`config.mk`:
```
export PLATFORM = sky130hd
export DESIGN_NAME = integer_to_radix_digits
export DESIGN_NICKNAME = d
export VERILOG_FILES = /design/src/hdl/itrd_pkg.sv /design/src/hdl/itrd_ctrl.sv /design/src/hdl/itrd_dpath.sv /design/src/hdl/integer_to_radix_digits.sv
export VERILOG_INCLUDE_DIRS = /design/src /design/src/hdl
export SDC_FILE = /design/constraint.sdc
export NUM_CORES = 1
export LEC_CHECK = 0
export BUFFER_PORTS_ARGS = -buffer_cell sky130_fd_sc_hd__buf_2
export CAP_MARGIN = 5
export CORE_MARGIN = 3
export CORE_UTILIZATION = 50
export DETAILED_ROUTE_END_ITERATION = 12
export HOLD_SLACK_MARGIN = 0.03
export MAX_ROUTING_LAYER = met4
export PLACE_DENSITY = 0.73
export SLEW_MARGIN = 30
export SYNTH_ARGS = -nofsm -noshare
export SYNTH_HDL_FRONTEND = slang
export SYNTH_HIERARCHICAL = 1
export SYNTH_SLANG_ARGS = --single-unit
```
`constraint.sdc`:
```
create_clock -name clk -period 5.6 [get_ports clk]
set_input_delay 0.84 -clock clk [delete_from_list [all_inputs] [get_ports clk]]
set_output_delay 0.84 -clock clk [all_outputs]
set_load 0.005 [all_outputs]
```
`src/hdl/integer_to_radix_digits_assert.svh`:
```
// Assertion macros shared by the block's modules.
// In synthesis builds they expand to nothing.
`ifndef INTEGER_TO_RADIX_DIGITS_ASSERT_SVH
`define INTEGER_TO_RADIX_DIGITS_ASSERT_SVH

`ifndef SYNTHESIS

// Check a property on every clock edge outside reset.
`define ITRD_ASSERT(name, clk, rst_n, prop) \
	name: assert property (@(posedge clk) disable iff (!rst_n) prop) \
		else $error("itrd assertion failed");

// Check a property on every clock edge, including reset.
`define ITRD_ASSERT_ALWAYS(name, clk, prop) \
	name: assert property (@(posedge clk) prop) \
		else $error("itrd assertion failed");

`else

`define ITRD_ASSERT(name, clk, rst_n, prop)
`define ITRD_ASSERT_ALWAYS(name, clk, prop)

`endif

`endif

```
`src/hdl/itrd_pkg.sv`:
```
package itrd_pkg;

	// Default parameter values
	localparam int MAX_LEN_DEF     = 64;
	localparam int VALUE_WIDTH_DEF = 64;

	// Fixed field widths
	localparam int VALUE_IN_W = 64;
	localparam int RADIX_W    = 6;
	localparam int LEN_W      = 7;
	localparam int CHAR_W     = 7;
	localparam int POS_OUT_W  = 6;
	localparam int STATUS_W   = 2;

	// Valid radix range
	localparam logic [RADIX_W-1:0] RADIX_MIN = 6'd2;
	localparam logic [RADIX_W-1:0] RADIX_MAX = 6'd36;

	// ASCII bases for the digit characters
	localparam logic [CHAR_W-1:0] CHAR_ZERO    = 7'd48;
	localparam logic [CHAR_W-1:0] CHAR_NUL     = 7'd0;
	localparam logic [CHAR_W-1:0] CHAR_A_MINUS = 7'd55;

	typedef enum logic [STATUS_W-1:0] {
		STAT_OK        = 2'd0,
		STAT_ZERO_LEN  = 2'd1,
		STAT_BAD_RADIX = 2'd2
	} status_t;

	typedef enum logic [1:0] {
		ST_IDLE,
		ST_FIRST,
		ST_DIV,
		ST_PUT
	} state_t;

	// Controller to datapath
	typedef struct packed {
		logic load;
		logic put_first;
		logic div_step;
		logic put_digit;
	} cmd_t;

	// Datapath to controller
	typedef struct packed {
		logic slot_free;
		logic first_last;
		logic div_done;
		logic digit_last;
	} sts_t;

	// Map a digit value 0..35 to its ASCII character
	function automatic logic [CHAR_W-1:0] digit_char(input logic [RADIX_W-1:0] d);
		logic [CHAR_W-1:0] dx;
		dx = CHAR_W'(d);
		if (d < 6'd10) begin
			return CHAR_ZERO + dx;
		end else begin
			return CHAR_A_MINUS + dx;
		end
	endfunction

endpackage

```
`src/hdl/itrd_ctrl.sv`:
```
`include "integer_to_radix_digits_assert.svh"

module itrd_ctrl (
	input  logic            clk,
	input  logic            arst_n,
	input  logic            in_valid,
	input  itrd_pkg::sts_t  sts,
	output logic            in_ready,
	output itrd_pkg::cmd_t  cmd
);
	import itrd_pkg::*;

	state_t state_q;
	state_t state_next;

	// Hold the state register
	always_ff @(posedge clk or negedge arst_n) begin
		if (!arst_n) begin
			state_q <= ST_IDLE;
		end else begin
			state_q <= state_next;
		end
	end

	// Pick the next state
	always_comb begin
		state_next = state_q;
		case (state_q)
			ST_IDLE: begin
				if (in_valid) begin
					state_next = ST_FIRST;
				end
			end
			ST_FIRST: begin
				if (sts.slot_free) begin
					state_next = sts.first_last ? ST_IDLE : ST_DIV;
				end
			end
			ST_DIV: begin
				if (sts.div_done) begin
					state_next = ST_PUT;
				end
			end
			ST_PUT: begin
				if (sts.slot_free) begin
					state_next = sts.digit_last ? ST_IDLE : ST_DIV;
				end
			end
			default: begin
				state_next = ST_IDLE;
			end
		endcase
	end

	// Drive the commands
	always_comb begin
		in_ready      = 1'b0;
		cmd           = '0;
		case (state_q)
			ST_IDLE: begin
				in_ready = 1'b1;
				cmd.load = in_valid;
			end
			ST_FIRST: begin
				cmd.put_first = sts.slot_free;
			end
			ST_DIV: begin
				cmd.div_step = 1'b1;
			end
			ST_PUT: begin
				cmd.put_digit = sts.slot_free;
			end
			default: begin
				in_ready = 1'b0;
			end
		endcase
	end

	`ITRD_ASSERT(a_put_needs_slot, clk, arst_n, (cmd.put_first || cmd.put_digit) |-> sts.slot_free)
	`ITRD_ASSERT(a_done_goes_put, clk, arst_n, (state_q == ST_DIV && sts.div_done) |=> (state_q == ST_PUT))
	`ITRD_ASSERT(a_load_goes_first, clk, arst_n, cmd.load |=> (state_q == ST_FIRST && !in_ready))

endmodule

```
`src/hdl/itrd_dpath.sv`:
```
`include "integer_to_radix_digits_assert.svh"

module itrd_dpath #(
	parameter int MAX_LEN     = itrd_pkg::MAX_LEN_DEF,
	parameter int VALUE_WIDTH = itrd_pkg::VALUE_WIDTH_DEF
) (
	input  logic                              clk,
	input  logic                              arst_n,
	input  itrd_pkg::cmd_t                    cmd,
	output itrd_pkg::sts_t                    sts,
	input  logic [itrd_pkg::VALUE_IN_W-1:0]   value,
	input  logic [itrd_pkg::RADIX_W-1:0]      radix,
	input  logic [itrd_pkg::LEN_W-1:0]        buf_len,
	input  logic                              out_ready,
	output logic                              out_valid,
	output logic [itrd_pkg::CHAR_W-1:0]       char_code,
	output logic [itrd_pkg::POS_OUT_W-1:0]    position,
	output logic [itrd_pkg::STATUS_W-1:0]     status,
	output logic                              last
);
	import itrd_pkg::*;

	localparam int POS_W = $clog2(MAX_LEN);
	localparam int CNT_W = $clog2(VALUE_WIDTH);

	// Working registers
	logic [VALUE_WIDTH-1:0] val_q;
	logic [RADIX_W-1:0]     rem_q;
	logic [RADIX_W-1:0]     radix_q;
	logic [POS_W-1:0]       pos_q;
	logic [CNT_W-1:0]       bitcnt_q;
	status_t                err_q;

	// Output register
	logic                   out_valid_q;
	logic [CHAR_W-1:0]      char_q;
	logic [POS_OUT_W-1:0]   pos_out_q;
	status_t                status_q;
	logic                   last_q;

	logic [LEN_W-1:0]       len_sat;
	status_t                err_next;
	logic [RADIX_W:0]       trial;
	logic [RADIX_W:0]       trial_sub;
	logic                   qbit;
	logic [RADIX_W-1:0]     rem_next;
	logic [POS_W-1:0]       pos_dec;

	// Classify the incoming word and clamp its length
	always_comb begin
		len_sat = (buf_len > LEN_W'(MAX_LEN)) ? LEN_W'(MAX_LEN) : buf_len;
		if (buf_len == '0) begin
			err_next = STAT_ZERO_LEN;
		end else if (radix < RADIX_MIN || radix > RADIX_MAX) begin
			err_next = STAT_BAD_RADIX;
		end else begin
			err_next = STAT_OK;
		end
	end

	// One restoring division step: shift in the dividend MSB, subtract if it fits
	always_comb begin
		trial     = {rem_q, val_q[VALUE_WIDTH-1]};
		trial_sub = trial - {1'b0, radix_q};
		qbit      = (trial >= {1'b0, radix_q});
		rem_next  = qbit ? trial_sub[RADIX_W-1:0] : trial[RADIX_W-1:0];
		pos_dec   = pos_q - POS_W'(1);
	end

	// Advance the working registers
	always_ff @(posedge clk) begin
		if (cmd.load) begin
			val_q   <= value[VALUE_WIDTH-1:0];
			radix_q <= radix;
			pos_q   <= POS_W'(len_sat - LEN_W'(1));
			err_q   <= err_next;
		end
		if (cmd.div_step) begin
			val_q    <= {val_q[VALUE_WIDTH-2:0], qbit};
			rem_q    <= rem_next;
			bitcnt_q <= bitcnt_q + CNT_W'(1);
		end
		if (cmd.put_first || cmd.put_digit) begin
			rem_q    <= '0;
			bitcnt_q <= '0;
		end
		if (cmd.put_digit) begin
			pos_q <= pos_dec;
		end
	end

	// Hold the output valid flag
	always_ff @(posedge clk or negedge arst_n) begin
		if (!arst_n) begin
			out_valid_q <= 1'b0;
		end else if (cmd.put_first || cmd.put_digit) begin
			out_valid_q <= 1'b1;
		end else if (out_ready) begin
			out_valid_q <= 1'b0;
		end
	end

	// Load the output word
	always_ff @(posedge clk) begin
		if (cmd.put_first) begin
			char_q    <= CHAR_NUL;
			status_q  <= err_q;
			if (err_q != STAT_OK) begin
				pos_out_q <= '0;
				last_q    <= 1'b1;
			end else begin
				pos_out_q <= POS_OUT_W'(pos_q);
				last_q    <= (pos_q == '0);
			end
		end else if (cmd.put_digit) begin
			char_q    <= digit_char(rem_q);
			status_q  <= STAT_OK;
			pos_out_q <= POS_OUT_W'(pos_dec);
			last_q    <= (pos_dec == '0);
		end
	end

	// Report status to the controller
	always_comb begin
		sts.slot_free  = !out_valid_q || out_ready;
		sts.first_last = (err_q != STAT_OK) || (pos_q == '0);
		sts.div_done   = (bitcnt_q == CNT_W'(VALUE_WIDTH - 1));
		sts.digit_last = (pos_q == POS_W'(1));
	end

	assign out_valid = out_valid_q;
	assign char_code = char_q;
	assign position  = pos_out_q;
	assign status    = status_q;
	assign last      = last_q;

	`ITRD_ASSERT(a_rem_below_radix, clk, arst_n, cmd.div_step |-> (rem_q < radix_q))
	`ITRD_ASSERT(a_digit_pos_nonzero, clk, arst_n, cmd.put_digit |-> (pos_q != '0))
	`ITRD_ASSERT(a_error_word_shape, clk, arst_n, (out_valid_q && status_q != STAT_OK) |-> (pos_out_q == '0 && last_q && char_q == CHAR_NUL))
	`ITRD_ASSERT_ALWAYS(a_reset_no_word, clk, !arst_n |-> !out_valid_q)

endmodule

```
`src/hdl/integer_to_radix_digits.sv`:
```
// Channel  Signals                                      Words
// -------  -------------------------------------------  -----------------
// in       in_valid, in_ready, value, radix, buf_len    one word per item
// out      out_valid, out_ready, char_code, position,   1..MAX_LEN words
//          status, last                                 per item
//
// An error or a one-character buffer presents its single word once the output slot is free.
// Each digit is formed by the one-bit-per-cycle restoring divider, then loaded into the output register.
// One item is converted at a time; in_ready is high only while the converter is idle,
// which includes the time the last word of the previous item waits at the output.
// arst_n clears the controller and the output valid flag; no clearing pass is needed.
// out_ready low holds the word; the divider works on the next digit meanwhile.
module integer_to_radix_digits #(
	parameter int MAX_LEN     = itrd_pkg::MAX_LEN_DEF,
	parameter int VALUE_WIDTH = itrd_pkg::VALUE_WIDTH_DEF
) (
	input  logic                              clk,
	input  logic                              arst_n,
	input  logic                              in_valid,
	output logic                              in_ready,
	input  logic [itrd_pkg::VALUE_IN_W-1:0]   value,
	input  logic [itrd_pkg::RADIX_W-1:0]      radix,
	input  logic [itrd_pkg::LEN_W-1:0]        buf_len,
	output logic                              out_valid,
	input  logic                              out_ready,
	output logic [itrd_pkg::CHAR_W-1:0]       char_code,
	output logic [itrd_pkg::POS_OUT_W-1:0]    position,
	output logic [itrd_pkg::STATUS_W-1:0]     status,
	output logic                              last
);
	import itrd_pkg::*;

	cmd_t cmd;
	sts_t sts;

	itrd_ctrl u_ctrl (
		.clk      (clk),
		.arst_n   (arst_n),
		.in_valid (in_valid),
		.sts      (sts),
		.in_ready (in_ready),
		.cmd      (cmd)
	);

	itrd_dpath #(
		.MAX_LEN     (MAX_LEN),
		.VALUE_WIDTH (VALUE_WIDTH)
	) u_dpath (
		.clk       (clk),
		.arst_n    (arst_n),
		.cmd       (cmd),
		.sts       (sts),
		.value     (value),
		.radix     (radix),
		.buf_len   (buf_len),
		.out_ready (out_ready),
		.out_valid (out_valid),
		.char_code (char_code),
		.position  (position),
		.status    (status),
		.last      (last)
	);

endmodule
```
==> results.md, run 1 <==
* Die width at 108.4 um
* 1st-iter DRT viols at 162
* Total grt overflow at 0
* PwrDens at 582.0 mW/mm^2
* Crit Path Class: reg -> reg
* Clock tree from TritonCTS: done
* Most common cell after layout, fill and taps aside: buf_2
* CP Launch Type: flip-flop
* Area leader, netlist: edfxtp_1
* Chip Height at 108.4 um
* Critical Path RT at 5.89 ns
* Max VDD drop at 0.0002569 V
* Max FO, Critical Path at 54
* Vias at 3347
* RSZ-0062 raised after global routing: no
* Initial Util at 52.43%
* Vias in the first global route at 3383
* Root Driver: clkbuf_8
* Final Skew at 0.01353 ns
* I/O Buffers at 98
* Minimum clock period at 2.719 ns
* EDFF count, synth at 87
* Area delta synth->final at 15.90%
* Fraction of registers with async set/reset at 2.752%
* Max Slew Vio Count at 0
* Clock power share at 15.2%
* Overall power at 0.003536 W
* Sw Ratio at 33.00%
* Achievable frequency at 367.8 MHz
* Max-cap violations at 0
* Clk slew on worst S/H paths at 0.11 ns
* Synth cell types at 53
* Worst skew pair latency at 0.37 ns
* Post-route DRC at 0
* NetSw at 0.001167 W
* Status: completed
* Hold Path Class: in -> async
* CTS Hold Bufs at 0
* Top FF cell, synth: edfxtp_1
* Vias per cell at 5.254
* Yosys top cell area share at 49.83%
* Fin Setup TNS at 0 ns
* Most frequent cells in the layout: buf_2 (98), edfxtp_1 (87), mux2_2 (64), nor2_1 (33), nand2_1 (22)
* Gr usage total at 17.04%
* Clock tree buffer depth at 2
* Final period util at 48.56%
* Post-CTS Setup Inserts at 0
* Sequential power share at 45.3%
* Cells after Synth at 404
* Placement Cell Area at 0.005842 mm^2
* IO Count at 99
* Avg Cell Area, Syn at 12.98 um^2
* # diodes at 0
* Gpl congestion at 0.8113
* Max-slew headroom at 47.03%
* Core area at 0.01000 mm^2
* Total wire length at 9127 um
* Final Hold Fails at 0
* Full die area at 0.01175 mm^2
* P_int at 0.002369 W
* CTS sink cnt at 109
* Synth warnings at 6
* Post_cts resized at 0
* Top cells by area, synth: edfxtp_1 (50%), mux2_2 (14%), dfxtp_1 (7.3%)
* Avg WL per Cell at 14.33 um
* Setup violators final at 0
* First-pass GRT wire length at 15370 um
* Row count at 36
* Total CTS buffers at 9
* Layout Nets at 595
* Crit. End Element: flip-flop
* Post-synthesis cell area at 0.005243 mm^2
* Yosys reg bits at 109
* Static leakage at 2.393 nW
* Final ANT Viol Nets at 0
* Initial antenna violation count at 0
* Critical Path AT at 3.01 ns
* Clock H-tree levels at 3
* Worst Tran Pin Value at 0.7946 ns
* Share of layout cells above drive strength 1 at 37.90%
* Post-Syn Nets at 500
* Comb pwr share at 39.6%
* Drt pass-1 iters at 6
* Seq/Total Area, Yosys at 58.52%
* Post-DP HPWL at 6466 um
* Final design area excluding fillers at 0.006076 mm^2
* Largest net degree at the start of global routing at 65
## critical path: stages, from the launching register on
cell     delay, ns
dfrtp_1       0.48
nor2b_4       0.64
buf_4         0.66
nand4_1       0.28
or3_1         0.42
a21oi_1       0.14
## final cells by class
cell class,count,area [um^2]
clock inverter,6,93.84
clock buffer,10,137.6
timing repair buffer,100,505.5
sequential,109,3068
fill,840,3924
inverter,19,71.32
tap,133,166.4
multi-input combinational,260,2033
## sequential cells by signal, indices dropped and copies added, names as in the netlist
name and flops:
u_ctrl/state_q 2, u_dpath/bitcnt_q 6, u_dpath/char_code 7, u_dpath/err_q 2, u_dpath/last 1, u_dpath/out_valid 1
u_dpath/pos_q 6, u_dpath/position 6, u_dpath/radix_q 6, u_dpath/rem_q 6, u_dpath/status 2, u_dpath/val_q 64
## final timing paths
check,startpoint,to,slack [ns],cells past startpoint
max,u_ctrl/state_q[1],u_dpath/bitcnt_q[5],2.88,5
min,arst_n,u_dpath/out_valid,0.25,1
max reg2reg,u_ctrl/state_q[1],u_dpath/bitcnt_q[5],2.88,5
min reg2reg,u_dpath/char_code[5],u_dpath/char_code[5],0.48,2
max in group asynchronous,arst_n,u_ctrl/state_q[0],5.22,1
min in group clk,u_dpath/char_code[5],u_dpath/char_code[5],0.48,2
## cells by family (layout without fill, tap and decap cells)
logic type / count (synthesis) / after routing / share of synthesized area [%]
compound gates: 57 / 57 / 7.423
xor+xnor: 20 / 20 / 3.341
fa+ha+maj: 15 / 15 / 3.723
buf+inv: 35 / 135 / 2.888
flops: 109 / 109 / 58.52
mux: 72 / 72 / 15.37
simple gates: 96 / 96 / 8.736
## cells in the mapped netlist, types with 2 or more instances
master and instances:
edfxtp_1 87, mux2_2 64, nor2_1 34, nand2_1 22, dfxtp_1 19, inv_1 19
a21oi_1 17, ha_1 14, o21ai_0 13, xnor2_1 13, clkbuf_1 11, nand2b_1 8
mux2i_1 7, xor2_1 7, nand3_1 6, nor3_1 6, a211oi_1 5, a22oi_1 3
and2_1 3, dfrtp_1 3, nand4_1 3, or3_1 3, a31oi_1 2, a32o_1 2
buf_6 2, o211ai_1 2, o21ai_2 2, or2_2 2
## power by group through the flow
stage,clock network [W],logic [W],registers (W)
finish,0.000537,0.00140,0.00160
global route,0.000589,0.00158,0.00164
CTS,0.000553,0.00142,0.00160
detailed placement,0,0.00141,0.00162
global placement,0,0.00137,0.00161
floorplan,0,0.00114,0.00157
## metal layers
metal | vias up | GRT usage (%) | wire length (um)
met4 | 0 | 5.591 | 101
li1 | 1675 | - | -
met2 | 74 | 27.49 | 4554
met1 | 1591 | 21.21 | 3996
met3 | 7 | 4.179 | 475
met5 | - | - | 0
## through the flow
stage | setup WS, ns | utilization (%) | instances | hold WS [ns]
detailed placement | 2.248 | 58.42 | 621 | 0.4723
global placement | 2.415 | 58.42 | 621 | 0.4629
finish | 2.881 | 60.76 | 637 | 0.2490
global route | 2.606 | 60.76 | 637 | 0.2226
CTS | 2.617 | 60.74 | 637 | 0.2323
floorplan | 3.172 | - | 404 | 0.4584
(Power assumes the default switching activity.)
==> run 2, diff against run 1 <==
Settings changed: ABC_AREA from default to 1, PLACE_DENSITY 0.73 to 0.76.
Clock period 5.6 ns to 2.3 ns, I/O delays scaled along.
==> run 2 against run 1 <==
  * Sequential power grew 140%
  * Worst setup slack lost 2.4 ns
  * Synthesized area grew 2.4%
  * Sequential share of layout area shrank 1.3 points
  * Synthesized cell count grew 53%
  * Design area grew 2.7%
  * Clock skew shrank 0.0065 ns
==> results.md, run 2 <==
* Area leader, netlist: edfxtp_1 (unchanged)
* CP peak stage delay at 0.46 ns (was 0.66 ns)
* Worst Reg2Reg Path Length in Cells at 8 (was 5)
* Crit. End Element: flip-flop (unchanged)
* Post-route DRC at 0 (unchanged)
* IO Count at 99 (unchanged)
* Final ANT Viol Nets at 0 (unchanged)
* Chip Height at 109.6 um (was 108.4 um)
* Max-cap violations at 0 (unchanged)
* Vias in the first global route at 3950 (was 3383)
* Top cells by area, synth: edfxtp_1 (49%), nand2_1 (19%), dfxtp_1 (7.1%) (was edfxtp_1 (50%), mux2_2 (14%), dfxtp_1 (7.3%))
* Row count at 37 (was 36)
* First-pass GRT wire length at 17680 um (was 15370 um)
* Clock H-tree levels at 3 (unchanged)
* Fin Setup TNS at 0 ns (unchanged)
* Clock power share at 12.5% (was 15.2%)
* Initial antenna violation count at 0 (unchanged)
* Full die area at 0.01202 mm^2 (was 0.01175 mm^2)
* # diodes at 0 (unchanged)
* Sequential power share at 46.4% (was 45.3%)
* EDFF count, synth at 87 (unchanged)
* Minimum clock period at 1.846 ns (was 2.719 ns)
* Status: completed (unchanged)
* Final Skew at 0.007069 ns (was 0.01353 ns)
* Total CTS buffers at 9 (unchanged)
* Crit Path Class: reg -> reg (unchanged)
* Initial Util at 51.77% (was 52.43%)
* Most common cell after layout, fill and taps aside: nand2_1 (was buf_2)
* Share of layout cells above drive strength 1 at 20.03% (was 37.90%)
* Root Driver: clkbuf_8 (unchanged)
* Synth cell types at 34 (was 53)
* Util after Layout at 60.15% (was 60.76%)
* RSZ-0062 raised after global routing: no (unchanged)
* Total grt overflow at 0 (unchanged)
* Largest net degree at the start of global routing at 72 (was 65)
* Comb pwr share at 41.1% (was 39.6%)
* Drt pass-1 iters at 4 (was 6)
* Worst path slowest cell: dfrtp_1 (was buf_4)
* Avg Cell Area, Syn at 8.688 um^2 (was 12.98 um^2)
* Post-synthesis cell area at 0.005369 mm^2 (was 0.005243 mm^2)
* Synth warnings at 6 (unchanged)
* Critical Path AT at 2.08 ns (was 3.01 ns)
* Fraction of registers with async set/reset at 2.752% (unchanged)
* Worst Tran Pin Value at 0.6721 ns (was 0.7946 ns)
* Post-DP HPWL at 7894 um (was 6466 um)
* Post-Syn Nets at 714 (was 500)
* Clk slew on worst S/H paths at 0.10 ns (was 0.11 ns)
* Vias per cell at 4.917 (was 5.254)
* Clock tree from TritonCTS: done (unchanged)
* Gpl congestion at 0.8870 (was 0.8113)
* Critical path buffers and inverters at 2 (was 1)
* Avg WL per Cell at 12.80 um (was 14.33 um)
* Final period util at 80.27% (was 48.56%)
* Total wire length at 11010 um (was 9127 um)
* Max FO, Critical Path at 41 (was 54)
* 1st-iter DRT viols at 360 (was 162)
* Max-slew headroom at 55.19% (was 47.03%)
* Yosys reg bits at 109 (unchanged)
* NetSw at 0.003311 W (was 0.001167 W)
* Area delta synth->final at 16.17% (was 15.90%)
* Family with the most delay on the worst path: simple AND/OR/NAND/NOR gates (unchanged)
* Static leakage at 3.010 nW (was 2.393 nW)
* Cells after Synth at 618 (was 404)
* Critical Path RT at 2.53 ns (was 5.89 ns)
* Max Slew Vio Count at 0 (unchanged)
* Layout Nets at 815 (was 595)
* PwrDens at 1337 mW/mm^2 (was 582.0 mW/mm^2)
* Yosys top cell area share at 48.66% (was 49.83%)
* Final Hold Fails at 0 (unchanged)
* Post_cts resized at 0 (unchanged)
* CP Launch Type: flip-flop (unchanged)
* Core area at 0.01037 mm^2 (was 0.01000 mm^2)
* Critical-path cell list: inv_1, nor2_4, buf_4, nand3_1, nor2_1, nand2_1, nor3b_1, nor3_1 (was nor2b_4, buf_4, nand4_1, or3_1, a21oi_1)
* Most frequent cells in the layout: nand2_1 (277), buf_2 (98), edfxtp_1 (87), inv_1 (56), nor2_1 (29) (was buf_2 (98), edfxtp_1 (87), mux2_2 (64), nor2_1 (33), nand2_1 (22))
* Hold Path Stages at 1
* Gr usage total at 19.29% (was 17.04%)
* I/O Buffers at 98 (unchanged)
* Max VDD drop at 0.0008678 V (was 0.0002569 V)
* Vias at 4229 (was 3347)
* Top FF cell, synth: edfxtp_1 (unchanged)
* CTS sink cnt at 109 (unchanged)
* Top post-synthesis cells by count: nand2_1 (278), edfxtp_1 (87), inv_1 (56), nor2_1 (30), nand3_1 (27) (was edfxtp_1 (87), mux2_2 (64), nor2_1 (34), nand2_1 (22))
* Most flop-heavy register: u_dpath/val_q (unchanged)
* Worst skew pair latency at 0.36 ns (was 0.37 ns)
* Setup violators final at 0 (unchanged)
* Max FFs per register at 64 (unchanged)
* Setup ws final at 0.4539 ns (was 2.881 ns)
* Sw Ratio at 39.69% (was 33.00%)
* Worst slack, placed at 0.4820 ns (was 2.248 ns)
* Most frequent cell after synthesis: nand2_1 (was edfxtp_1)
* Overall power at 0.008341 W (was 0.003536 W)
* P_int at 0.005030 W (was 0.002369 W)
* Cell depth of the worst setup path at 8 (was 5)
* Seq/Total Area, Yosys at 57.14% (was 58.52%)
* Hold Path Class: in -> reg (was in -> async)
* Die width at 109.6 um (was 108.4 um)
* Clock tree buffer depth at 2 (unchanged)
* Achievable frequency at 541.7 MHz (was 367.8 MHz)
-- run 2: what timing repair did --
action,4_1_cts,5_1_grt
hold endpoints to repair,3,0
setup buffers,0,0
hold buffers,1,0
endpoints found under the setup margin,0,0
-- run 2: stage by stage --
step | instance area [um^2] | hold slack, ns | instances
final | 6237 | 0.1627 | 860
after global routing | 6237 | 0.1370 | 860
after CTS | 6237 | 0.1393 | 860
after detailed placement | 6052 | 0.1468 | 843
after global placement | 6052 | 0.1474 | 843
after floorplan | 5376 | 0.04941 | 618
-- run 2: layout make-up --
type	count	area [um^2]
clock buffers	9	123.9
fillers	894	4133
inverters	60	225.2
multi-input cells	430	2011
repair buffers	109	588.1
well taps	136	170.2
clock inverters	7	51.30
flip-flops and latches	109	3068
-- run 2: routing by layer --
metal	share of wire, %	wire length, um	track usage, %	up-vias
li1	-	-	-	2192
met5	0	0	-	-
met2	46	5054	30.30	125
met4	0.88	97	6.055	0
met1	47	5165	25.62	1904
met3	6.3	690	3.582	8
-- run 2: final timing paths --
| path | start | end | slack, ns |
|---|---|---|---|
| setup / recovery | u_ctrl/state_q[1] | u_dpath/bitcnt_q[5] | 0.45 |
| hold / removal | radix[0] | u_dpath/radix_q[0] | 0.16 |
| hold reg to reg | u_dpath/char_code[6] | u_dpath/char_code[6] | 0.47 |
| min in group asynchronous | arst_n | u_ctrl/state_q[1] | 0.34 |
| max in group asynchronous | arst_n | u_dpath/out_valid | 1.86 |
| setup reg to reg | u_ctrl/state_q[1] | u_dpath/bitcnt_q[5] | 0.45 |
-- run 2: worst reg2reg max path: stages, from the launching register on --
cell,delay [ns]
dfrtp_1,0.46
inv_1,0.13
nor2_4,0.12
buf_4,0.38
nand3_1,0.12
nor2_1,0.18
nand2_1,0.10
nor3b_1,0.18
nor3_1,0.06
-- run 2: cell families (layout without fill, tap and decap cells) --
family                   count (synthesis)  count (layout)  synth area share [%]
AO/OA/AOI/OAI                           39              39                 4.125
XOR/XNOR                                 9               9                 1.468
adder cells (fa/ha/maj)                 15              15                 3.636
buffers and inverters                   79             185                 5.686
flip-flops                             109             109                 57.14
multiplexers                             1               1                0.1864
AND/OR/NAND/NOR                        366             366                 27.76
-- run 2: power groups by stage --
stage,logic (W),registers (W),clock network [W]
after floorplan,0.00242,0.00384,0
after global placement,0.00330,0.00388,0
after detailed placement,0.00344,0.00390,0
after CTS,0.00346,0.00386,0.00109
after global routing,0.00393,0.00396,0.00116
final,0.00343,0.00387,0.00105
